### src/rtl/tlf_pkg.sv
package tlf_pkg;

  localparam int unsigned STORE_DEPTH = 60;
  localparam int unsigned ADDR_W      = $clog2(STORE_DEPTH);
  localparam int unsigned CNT_W       = 6;
  localparam int unsigned COL_W       = 6;
  localparam int unsigned TAB_W       = 5;
  localparam int unsigned STEP_W      = 3;

  localparam logic [COL_W:0]  LINE_WIDTH = 7'd60;
  localparam logic [STEP_W-1:0] DIV_STEPS = 3'd6;
  localparam logic [TAB_W-1:0] TAB_RESET = 5'd8;

  localparam logic [7:0] CH_SPACE   = 8'h20;
  localparam logic [7:0] CH_TAB     = 8'h09;
  localparam logic [7:0] CH_NEWLINE = 8'h0a;

  typedef struct packed {
    logic [7:0] in_char;
    logic       end_of_input;
  } in_item_t;

  typedef struct packed {
    logic [7:0] out_char;
    logic       last_of_run;
  } out_item_t;

  typedef enum logic [3:0] {
    ST_IDLE,
    ST_DECODE,
    ST_DIV,
    ST_PRE_NL,
    ST_FLUSH_RD,
    ST_FLUSH_EMIT,
    ST_MID,
    ST_POST_NL,
    ST_COMMIT
  } state_e;

  typedef enum logic [1:0] {
    SEL_NEWLINE,
    SEL_CHAR,
    SEL_STORE
  } sel_e;

  typedef struct packed {
    logic load;
    logic decode;
    logic store;
    logic div_step;
    logic rd_en;
    logic emit;
    sel_e sel;
    logic last;
    logic commit;
  } cmd_t;

  typedef struct packed {
    logic is_eoi;
    logic ovf;
    logic is_blank;
    logic is_tab;
    logic is_nl;
    logic fit;
    logic w_zero;
    logic w_full;
    logic col_zero;
    logic div_done;
    logic wrap;
    logic rd_last;
    logic can_load;
  } status_t;

endpackage

### src/rtl/tlf_ram.sv
module tlf_ram #(
  parameter int unsigned WIDTH = 8,
  parameter int unsigned DEPTH = 60
) (
  input  logic                     clk_i,
  input  logic                     we_i,
  input  logic [$clog2(DEPTH)-1:0] waddr_i,
  input  logic [WIDTH-1:0]         wdata_i,
  input  logic                     re_i,
  input  logic [$clog2(DEPTH)-1:0] raddr_i,
  output logic [WIDTH-1:0]         rdata_o
);

  logic [WIDTH-1:0] mem_q [DEPTH];
  logic [WIDTH-1:0] rdata_q;

  always_ff @(posedge clk_i) begin
    if (we_i) begin
      mem_q[waddr_i] <= wdata_i;
    end
    if (re_i) begin
      rdata_q <= mem_q[raddr_i];
    end
  end

  assign rdata_o = rdata_q;

endmodule

### src/rtl/tlf_datapath.sv
module tlf_datapath (
  input  logic                         clk_i,
  input  logic                         rst_ni,
  input  tlf_pkg::in_item_t            in_data_i,
  input  logic                         cfg_valid_i,
  input  logic [tlf_pkg::TAB_W-1:0]    cfg_data_i,
  input  logic                         out_stall_i,
  output logic                         out_valid_o,
  output tlf_pkg::out_item_t           out_data_o,
  input  tlf_pkg::cmd_t                cmd_i,
  output tlf_pkg::status_t             status_o
);

  logic [7:0]                   char_q;
  logic                         eoi_q;
  logic [tlf_pkg::CNT_W-1:0]    w_q, w_d;
  logic [tlf_pkg::COL_W-1:0]    col_q, col_d;
  logic                         ovf_q, ovf_d;
  logic [tlf_pkg::TAB_W-1:0]    tab_q;
  logic [tlf_pkg::CNT_W-1:0]    rd_idx_q;
  logic [tlf_pkg::COL_W-1:0]    dvd_q;
  logic [tlf_pkg::TAB_W-1:0]    rem_q;
  logic [tlf_pkg::STEP_W-1:0]   step_q;
  logic                         out_valid_q;
  tlf_pkg::out_item_t           out_q;

  logic [7:0]                   ram_rdata;
  logic                         is_blank, is_tab, is_nl, term;
  logic [tlf_pkg::COL_W:0]      sum;
  logic                         fit;
  logic [tlf_pkg::COL_W-1:0]    col_base;
  logic [tlf_pkg::TAB_W-1:0]    tw_eff;
  logic [tlf_pkg::TAB_W:0]      trial;
  logic [tlf_pkg::TAB_W-1:0]    rem_next;
  logic [tlf_pkg::COL_W:0]      newcol;
  logic                         wrap;
  logic                         can_load;
  logic [7:0]                   emit_char;

  tlf_ram #(
    .WIDTH (8),
    .DEPTH (tlf_pkg::STORE_DEPTH)
  ) u_store (
    .clk_i   (clk_i),
    .we_i    (cmd_i.store),
    .waddr_i (w_q[tlf_pkg::ADDR_W-1:0]),
    .wdata_i (char_q),
    .re_i    (cmd_i.rd_en),
    .raddr_i (rd_idx_q[tlf_pkg::ADDR_W-1:0]),
    .rdata_o (ram_rdata)
  );

  assign is_blank = !eoi_q && (char_q == tlf_pkg::CH_SPACE || char_q == tlf_pkg::CH_TAB);
  assign is_tab   = !eoi_q && (char_q == tlf_pkg::CH_TAB);
  assign is_nl    = !eoi_q && (char_q == tlf_pkg::CH_NEWLINE);
  assign term     = is_blank || is_nl;

  assign sum      = {1'b0, col_q} + {1'b0, w_q};
  assign fit      = sum < tlf_pkg::LINE_WIDTH;
  assign col_base = fit ? sum[tlf_pkg::COL_W-1:0] : w_q;
  assign tw_eff   = (tab_q == '0) ? tlf_pkg::TAB_W'(1) : tab_q;

  // one remainder bit per step
  assign trial    = {rem_q, dvd_q[tlf_pkg::COL_W-1]};
  assign rem_next = (trial >= {1'b0, tw_eff}) ? tlf_pkg::TAB_W'(trial - {1'b0, tw_eff})
                                              : trial[tlf_pkg::TAB_W-1:0];

  always_comb begin
    if (is_tab) begin
      newcol = {1'b0, col_base} + {2'b0, tw_eff} - {2'b0, rem_q};
    end else begin
      newcol = {1'b0, col_base} + (tlf_pkg::COL_W+1)'(1);
    end
  end
  assign wrap = newcol >= tlf_pkg::LINE_WIDTH;

  assign can_load = !out_valid_q || !out_stall_i;

  always_comb begin
    unique case (cmd_i.sel)
      tlf_pkg::SEL_NEWLINE: emit_char = tlf_pkg::CH_NEWLINE;
      tlf_pkg::SEL_CHAR:    emit_char = char_q;
      tlf_pkg::SEL_STORE:   emit_char = ram_rdata;
      default:              emit_char = tlf_pkg::CH_NEWLINE;
    endcase
  end

  always_comb begin
    w_d   = w_q;
    col_d = col_q;
    ovf_d = ovf_q;
    if (cmd_i.store) begin
      w_d = w_q + tlf_pkg::CNT_W'(1);
    end else if (cmd_i.commit) begin
      priority if (eoi_q) begin
        w_d   = '0;
        col_d = '0;
        ovf_d = 1'b0;
      end else if (ovf_q) begin
        if (term) begin
          w_d   = '0;
          col_d = '0;
          ovf_d = 1'b0;
        end
      end else if (is_blank) begin
        w_d   = '0;
        col_d = wrap ? '0 : newcol[tlf_pkg::COL_W-1:0];
      end else if (is_nl) begin
        w_d   = '0;
        col_d = '0;
      end else begin
        w_d   = '0;
        col_d = '0;
        ovf_d = 1'b1;
      end
    end
  end

  always_ff @(posedge clk_i or negedge rst_ni) begin
    if (!rst_ni) begin
      w_q         <= '0;
      col_q       <= '0;
      ovf_q       <= 1'b0;
      tab_q       <= tlf_pkg::TAB_RESET;
      rd_idx_q    <= '0;
      step_q      <= '0;
      out_valid_q <= 1'b0;
    end else begin
      w_q   <= w_d;
      col_q <= col_d;
      ovf_q <= ovf_d;
      if (cfg_valid_i) begin
        tab_q <= cfg_data_i;
      end
      if (cmd_i.decode) begin
        rd_idx_q <= '0;
        step_q   <= '0;
      end else begin
        if (cmd_i.rd_en) begin
          rd_idx_q <= rd_idx_q + tlf_pkg::CNT_W'(1);
        end
        if (cmd_i.div_step) begin
          step_q <= step_q + tlf_pkg::STEP_W'(1);
        end
      end
      if (cmd_i.emit) begin
        out_valid_q <= 1'b1;
      end else if (!out_stall_i) begin
        out_valid_q <= 1'b0;
      end
    end
  end

  always_ff @(posedge clk_i) begin
    if (cmd_i.load) begin
      char_q <= in_data_i.in_char;
      eoi_q  <= in_data_i.end_of_input;
    end
    if (cmd_i.decode) begin
      dvd_q <= col_base;
      rem_q <= '0;
    end else if (cmd_i.div_step) begin
      dvd_q <= {dvd_q[tlf_pkg::COL_W-2:0], 1'b0};
      rem_q <= rem_next;
    end
    if (cmd_i.emit) begin
      out_q.out_char    <= emit_char;
      out_q.last_of_run <= cmd_i.last;
    end
  end

  assign out_valid_o = out_valid_q;
  assign out_data_o  = out_q;

  assign status_o.is_eoi   = eoi_q;
  assign status_o.ovf      = ovf_q;
  assign status_o.is_blank = is_blank;
  assign status_o.is_tab   = is_tab;
  assign status_o.is_nl    = is_nl;
  assign status_o.fit      = fit;
  assign status_o.w_zero   = (w_q == '0);
  assign status_o.w_full   = ({1'b0, w_q} == tlf_pkg::LINE_WIDTH);
  assign status_o.col_zero = (col_q == '0);
  assign status_o.div_done = (step_q == tlf_pkg::DIV_STEPS);
  assign status_o.wrap     = wrap;
  assign status_o.rd_last  = (rd_idx_q == w_q);
  assign status_o.can_load = can_load;

endmodule

### src/rtl/tlf_ctrl.sv
module tlf_ctrl (
  input  logic              clk_i,
  input  logic              rst_ni,
  input  logic              in_valid_i,
  output logic              in_stall_o,
  input  tlf_pkg::status_t  status_i,
  output tlf_pkg::cmd_t     cmd_o
);

  tlf_pkg::state_e state_q, state_d;

  logic pre_needed;
  logic post_needed;
  logic mid_nl;
  tlf_pkg::state_e after_plan;

  assign pre_needed  = (status_i.is_blank || status_i.is_nl) ? !status_i.fit
                                                              : !status_i.col_zero;
  assign post_needed = !status_i.ovf && status_i.is_blank && status_i.wrap;
  assign mid_nl      = status_i.is_eoi || status_i.is_nl
                       || (status_i.ovf && status_i.is_blank);

  always_comb begin
    if (pre_needed) begin
      after_plan = tlf_pkg::ST_PRE_NL;
    end else if (!status_i.w_zero) begin
      after_plan = tlf_pkg::ST_FLUSH_RD;
    end else begin
      after_plan = tlf_pkg::ST_MID;
    end
  end

  // next state
  always_comb begin
    state_d = state_q;
    unique case (state_q)
      tlf_pkg::ST_IDLE: begin
        if (in_valid_i) begin
          state_d = tlf_pkg::ST_DECODE;
        end
      end
      tlf_pkg::ST_DECODE: begin
        priority if (status_i.is_eoi) begin
          state_d = status_i.ovf ? tlf_pkg::ST_MID : tlf_pkg::ST_COMMIT;
        end else if (status_i.ovf) begin
          state_d = tlf_pkg::ST_MID;
        end else if (status_i.is_tab) begin
          state_d = tlf_pkg::ST_DIV;
        end else if (status_i.is_blank || status_i.is_nl || status_i.w_full) begin
          state_d = after_plan;
        end else begin
          state_d = tlf_pkg::ST_IDLE;
        end
      end
      tlf_pkg::ST_DIV: begin
        if (status_i.div_done) begin
          state_d = after_plan;
        end
      end
      tlf_pkg::ST_PRE_NL: begin
        if (status_i.can_load) begin
          state_d = status_i.w_zero ? tlf_pkg::ST_MID : tlf_pkg::ST_FLUSH_RD;
        end
      end
      tlf_pkg::ST_FLUSH_RD: begin
        state_d = tlf_pkg::ST_FLUSH_EMIT;
      end
      tlf_pkg::ST_FLUSH_EMIT: begin
        if (status_i.can_load && status_i.rd_last) begin
          state_d = tlf_pkg::ST_MID;
        end
      end
      tlf_pkg::ST_MID: begin
        if (status_i.can_load) begin
          state_d = post_needed ? tlf_pkg::ST_POST_NL : tlf_pkg::ST_COMMIT;
        end
      end
      tlf_pkg::ST_POST_NL: begin
        if (status_i.can_load) begin
          state_d = tlf_pkg::ST_COMMIT;
        end
      end
      tlf_pkg::ST_COMMIT: begin
        state_d = tlf_pkg::ST_IDLE;
      end
      default: begin
        state_d = tlf_pkg::ST_IDLE;
      end
    endcase
  end

  // commands
  always_comb begin
    cmd_o      = '0;
    cmd_o.sel  = tlf_pkg::SEL_NEWLINE;
    in_stall_o = 1'b1;
    unique case (state_q)
      tlf_pkg::ST_IDLE: begin
        in_stall_o = 1'b0;
        cmd_o.load = in_valid_i;
      end
      tlf_pkg::ST_DECODE: begin
        cmd_o.decode = 1'b1;
        cmd_o.store  = !status_i.is_eoi && !status_i.ovf && !status_i.is_blank
                       && !status_i.is_nl && !status_i.w_full;
      end
      tlf_pkg::ST_DIV: begin
        cmd_o.div_step = !status_i.div_done;
      end
      tlf_pkg::ST_PRE_NL: begin
        cmd_o.emit = status_i.can_load;
        cmd_o.sel  = tlf_pkg::SEL_NEWLINE;
      end
      tlf_pkg::ST_FLUSH_RD: begin
        cmd_o.rd_en = 1'b1;
      end
      tlf_pkg::ST_FLUSH_EMIT: begin
        cmd_o.emit  = status_i.can_load;
        cmd_o.sel   = tlf_pkg::SEL_STORE;
        cmd_o.rd_en = status_i.can_load && !status_i.rd_last;
      end
      tlf_pkg::ST_MID: begin
        cmd_o.emit = status_i.can_load;
        cmd_o.sel  = mid_nl ? tlf_pkg::SEL_NEWLINE : tlf_pkg::SEL_CHAR;
        cmd_o.last = !post_needed;
      end
      tlf_pkg::ST_POST_NL: begin
        cmd_o.emit = status_i.can_load;
        cmd_o.sel  = tlf_pkg::SEL_NEWLINE;
        cmd_o.last = 1'b1;
      end
      tlf_pkg::ST_COMMIT: begin
        cmd_o.commit = 1'b1;
      end
      default: begin
        cmd_o = '0;
      end
    endcase
  end

  always_ff @(posedge clk_i or negedge rst_ni) begin
    if (!rst_ni) begin
      state_q <= tlf_pkg::ST_IDLE;
    end else begin
      state_q <= state_d;
    end
  end

endmodule

### src/rtl/text_line_folder.sv
// Word-wrapping line folder. Characters come in one per item and go out one per item,
// folded at 60 columns between words; tab stops follow the tab_width register (0 acts
// as 1). A word character may be only buffered, giving no result. A held word is read
// back from the 60-entry word store at one character per cycle while the output is not
// stalled; a tab runs a bit-serial remainder that finds the next tab stop. The result
// register lets the last result of an item wait while the next item is taken.
module text_line_folder (
  input  logic                      clk_i,
  input  logic                      rst_ni,
  input  logic                      in_valid_i,
  output logic                      in_stall_o,
  input  tlf_pkg::in_item_t         in_data_i,
  output logic                      out_valid_o,
  input  logic                      out_stall_i,
  output tlf_pkg::out_item_t        out_data_o,
  input  logic                      cfg_valid_i,
  output logic                      cfg_ready_o,
  input  logic [tlf_pkg::TAB_W-1:0] cfg_data_i
);

  tlf_pkg::cmd_t    cmd;
  tlf_pkg::status_t status;

  assign cfg_ready_o = 1'b1;

  tlf_ctrl u_ctrl (
    .clk_i      (clk_i),
    .rst_ni     (rst_ni),
    .in_valid_i (in_valid_i),
    .in_stall_o (in_stall_o),
    .status_i   (status),
    .cmd_o      (cmd)
  );

  tlf_datapath u_datapath (
    .clk_i       (clk_i),
    .rst_ni      (rst_ni),
    .in_data_i   (in_data_i),
    .cfg_valid_i (cfg_valid_i),
    .cfg_data_i  (cfg_data_i),
    .out_stall_i (out_stall_i),
    .out_valid_o (out_valid_o),
    .out_data_o  (out_data_o),
    .cmd_i       (cmd),
    .status_o    (status)
  );

endmodule
### config.mk
export PLATFORM = sky130hd
export DESIGN_NAME = text_line_folder
export DESIGN_NICKNAME = d
export VERILOG_FILES = /design/src/rtl/tlf_pkg.sv /design/src/rtl/tlf_ram.sv /design/src/rtl/tlf_datapath.sv /design/src/rtl/tlf_ctrl.sv /design/src/rtl/text_line_folder.sv
export SDC_FILE = /design/constraint.sdc
export NUM_CORES = 1
export LEC_CHECK = 0
export BUFFER_PORTS_ARGS = -buffer_cell sky130_fd_sc_hd__buf_2
export CAP_MARGIN = 5
export CORE_ASPECT_RATIO = 0.7
export CORE_MARGIN = 1
export CORE_UTILIZATION = 37
export CTS_CLUSTER_DIAMETER = 120
export DETAILED_ROUTE_END_ITERATION = 12
export GPL_TIMING_DRIVEN = 0
export SYNTH_ARGS = -nofsm -noshare
export SYNTH_HDL_FRONTEND = slang
export SYNTH_SLANG_ARGS = --single-unit
export TNS_END_PERCENT = 10
### constraint.sdc
create_clock -name clk_i -period 11.9 [get_ports clk_i]
set_input_delay 0.595 -clock clk_i [delete_from_list [all_inputs] [get_ports clk_i]]
set_output_delay 0.595 -clock clk_i [all_outputs]
set_load 0.01 [all_outputs]
==> results.tsv <==
stage	metric	value	unit
run_status	status	finished clean	
power_and_ir_drop	VDD IR max	0.000109	V
placed_design	gpl congestion	0.873	
placed_design	DP HPWL	38200	um
cells_and_area	final net count	1409	
critical_path	R2R depth	21	
sta	Worst Skew	0.0168	ns
synthesis	Synth Register Bits	549	
critical_path	Register-to-Register Setup Slack	6.00	ns
placed_design	Cells after DPL	2114	
cells_and_area	Area Overhead vs Synth	14.0	%
cells_and_area	commonest non-fill, non-tap cell in the layout	edfxtp_1	
critical_path	CP max stage cell	fa_1	
grt	GRT Overall Usage	18.0	%
placed_design	Place WS	6.08	ns
critical_path	crit path DAT	6.38	ns
critical_path	startpoint types	flop	
floorplanning	die height	210	um
clocking	Max Buffers Root-to-Sink	3	
detailed_routing	drt total wl	55500	um
sta	f_max	170	MHz
sta	# setup viols final	0	
grt	largest net degree at the start of global routing	33	
critical_path	kind of critical path	flop to flop	
synthesis	register area share after synthesis	70.9	%
sta	Setup TNS	0	ns
clocking	CTS buffer count	51	
clocking	Post-CTS Setup Bufs	0	
clocking	CTS Sinks	549	
synthesis	syn nets	1312	
detailed_routing	Detailed Routing Iterations Pass 1	5	
sta	Tmin final	5.90	ns
synthesis	cell count after synthesis	1262	
critical_path	cells along the critical path	ha_1 > fa_1 > a211o_1 > a21o_1 > and4_4 > a21oi_4 > nor2_1 > a21oi_1 > ha_1 > inv_1 > ha_1 > fa_1 > a21o_1 > a21oi_1 > o21bai_1 > a211o_1 > and3_1 > a21o_1 > a41o_1 > or3b_4 > o31ai_2	
critical_path	Crit path required time	12.38	ns
grt	first-pass GRT wire length	82600	um
critical_path	largest delay contributor family on the critical path	compound AO/OA/AOI/OAI gates	
grt	vias in the first global route	12300	
placed_design	input/output buffers	28	
synthesis	Post-synth EDFFs	512	
floorplanning	effective utilization at floorplan	37.9	%
clocking	hold buffer count at cts	0	
cells_and_area	Filler cells	5321	
detailed_routing	Remaining DRCs	0	
sta	count of pins over their slew limit	0	
clocking	CTS tree	done	
synthesis	Synth cell types	66	
cells_and_area	non-filler cells, final	2208	
critical_path	worst-path fanout max	8	
sta	RSZ-0062 raised after global routing	no	
detailed_routing	Vias/cell	5.52	
clocking	clock-pin slew on the worst setup and hold paths	0.07	ns
critical_path	worst reg2reg path endpoint	u_datapath.col_q[3]$_DFFE_PN0P_	
synthesis	mapped cell area	23000	um^2
sta	hold_ws	0.130	ns
grt	GRT overflow	0	
sta	worst relative slew slack	25.0	%
synthesis	syn_area_per_cell	18.2	um^2
power_and_ir_drop	power after layout	5.47	mW
synthesis	Syn. warnings	0	
sta	Final Worst Setup Slack	6.00	ns
detailed_routing	number of DRC markers in iteration 0	1295	
critical_path	CP Launch Point	u_datapath.col_q[0]$_DFFE_PN0P_	
floorplanning	# rows	75	
power_and_ir_drop	P_leak	8.40	nW
critical_path	Worst Path Buf+Inv	1	
cells_and_area	layout cell share with drive strength beyond 1	20.4	%
power_and_ir_drop	PwrDens	209	nW/um^2
critical_path	crit-path max cell delay	0.48	ns
floorplanning	Die Wd	300	um
floorplanning	Top-Level Pins	31	
clocking	# H-tree levels	2	
synthesis	asr flop ratio synth	5.83	%
sta	Final Cycle Share	49.6	%
min_path	worst min path class	primary input to async pin	
cells_and_area	diode count	0	
grt	number of antenna violations at the first check in global routing	0	
flow_run	Max Cap Viol	0	
cells_and_area	most frequent cells in the layout	edfxtp_1 (512), mux4_2 (152), nor2_1 (104)	
floorplanning	core area	60600	um^2
detailed_routing	Final ANT Viol Nets	0	
sta	measured slew at the worst slew-check pin	1.12	ns
detailed_routing	per-cell routed wire length	25.2	um
critical_path	endpoint class of the critical path	flop	
clocking	clock root cell	clkbuf_16	
clocking	CTS resizes	0	
critical_path	RR Startpoint	u_datapath.col_q[0]$_DFFE_PN0P_	
clocking	worst skew pair latency	0.57	ns
synthesis	Synth Flop Type	edfxtp_1	
detailed_routing	routed via count	12200	
floorplanning	die area	63100	um^2
sta	Fin. Hold Viols	0	
## cells in the mapped netlist, types with 6 or more instances
cell        n  area share (%)
edfxtp_1  512              67
mux4_2    152              15
nor2_1    104             1.7
nand2_1    69             1.1
o21ai_0    47             1.0
clkbuf_1   38            0.62
inv_1      32            0.52
dfrtp_1    31             3.4
nand3_1    25            0.54
ha_1       24             1.3
a21oi_1    21            0.46
buf_1      20            0.33
mux2i_1    14            0.61
xnor2_1    14            0.53
a21o_1     12            0.39
xor2_1     10            0.38
a22o_1      7            0.27
fa_1        7            0.61
nor2b_1     7            0.19
and3_1      6            0.16
o21ai_1     6            0.13
## cells by family (layout without fill, tap and decap cells)
group	count (synthesis)	count (layout)	synth area share, %
flip-flops	549	549	70.9
AND/OR/NAND/NOR	255	255	5.05
multiplexers	169	169	15.7
AO/OA/AOI/OAI	138	138	3.93
buffers and inverters	95	233	1.62
adder cells (fa/ha/maj)	31	31	1.92
XOR/XNOR	24	24	0.915
other	1	1	0.0163
## layer usage
layer / vias to the layer above / track usage [%] / part of all wire [%]
met5: - / 0 / 0
met4: 0 / 3.27 / 1.4
met3: 70 / 5.22 / 9.5
met2: 498 / 25.5 / 43
met1: 6364 / 27.5 / 46
li1: 5258 / - / -
## per-stage QoR
step                utilization (%)  area, um^2
floorplan                         -       23000
global placement               39.8       24100
detailed placement             40.5       24500
CTS                            43.2       26200
global route                   43.2       26200
finish                         43.2       26200
## worst max-delay path by stage
stage	to	slack (ns)	cells past startpoint
after floorplan	u_datapath.col_q[3]$_DFFE_PN0P_	6.78	21
after global placement	u_datapath.u_store.mem_q[54][5]$_DFFE_PP_	6.16	7
after detailed placement	u_datapath.col_q[3]$_DFFE_PN0P_	6.08	21
after CTS	u_datapath.col_q[3]$_DFFE_PN0P_	6.06	21
after global routing	u_datapath.col_q[3]$_DFFE_PN0P_	5.74	21
final	u_datapath.col_q[3]$_DFFE_PN0P_	6.00	21
## sequential cells by signal, indices dropped and copies added (netlist names), 4 cells and up
name / cells
u_datapath.u_store.rdata_o: 8
u_datapath.rem_q: 5
u_datapath.u_store.mem_q: 480
u_datapath.tab_q: 5
u_ctrl.state_q: 4
u_datapath.out_data_o: 9
u_datapath.char_q: 8
u_datapath.col_q: 6
u_datapath.rd_idx_q: 6
u_datapath.dvd_q: 6
u_datapath.w_q: 6
## layout make-up
type	count	area, um^2	area share [%]
timing repair buffer	44	573	2.19
clock buffer	67	1380	5.26
multi-input combinational	618	6310	24.1
buffer	63	251	0.961
tap	808	1010	3.86
inverter	32	120	0.459
sequential	549	16300	62.2
clock inverter	27	246	0.942
## where the power goes
group	total (mW)	leakage [nW]	internal (mW)	switching, mW
combinational	1.50	2.54	0.633	0.868
sequential	2.36	5.07	2.28	0.0815
clock	1.60	0.790	0.903	0.701
total	5.47	8.40	3.82	1.65
(Power assumes the default switching activity.)
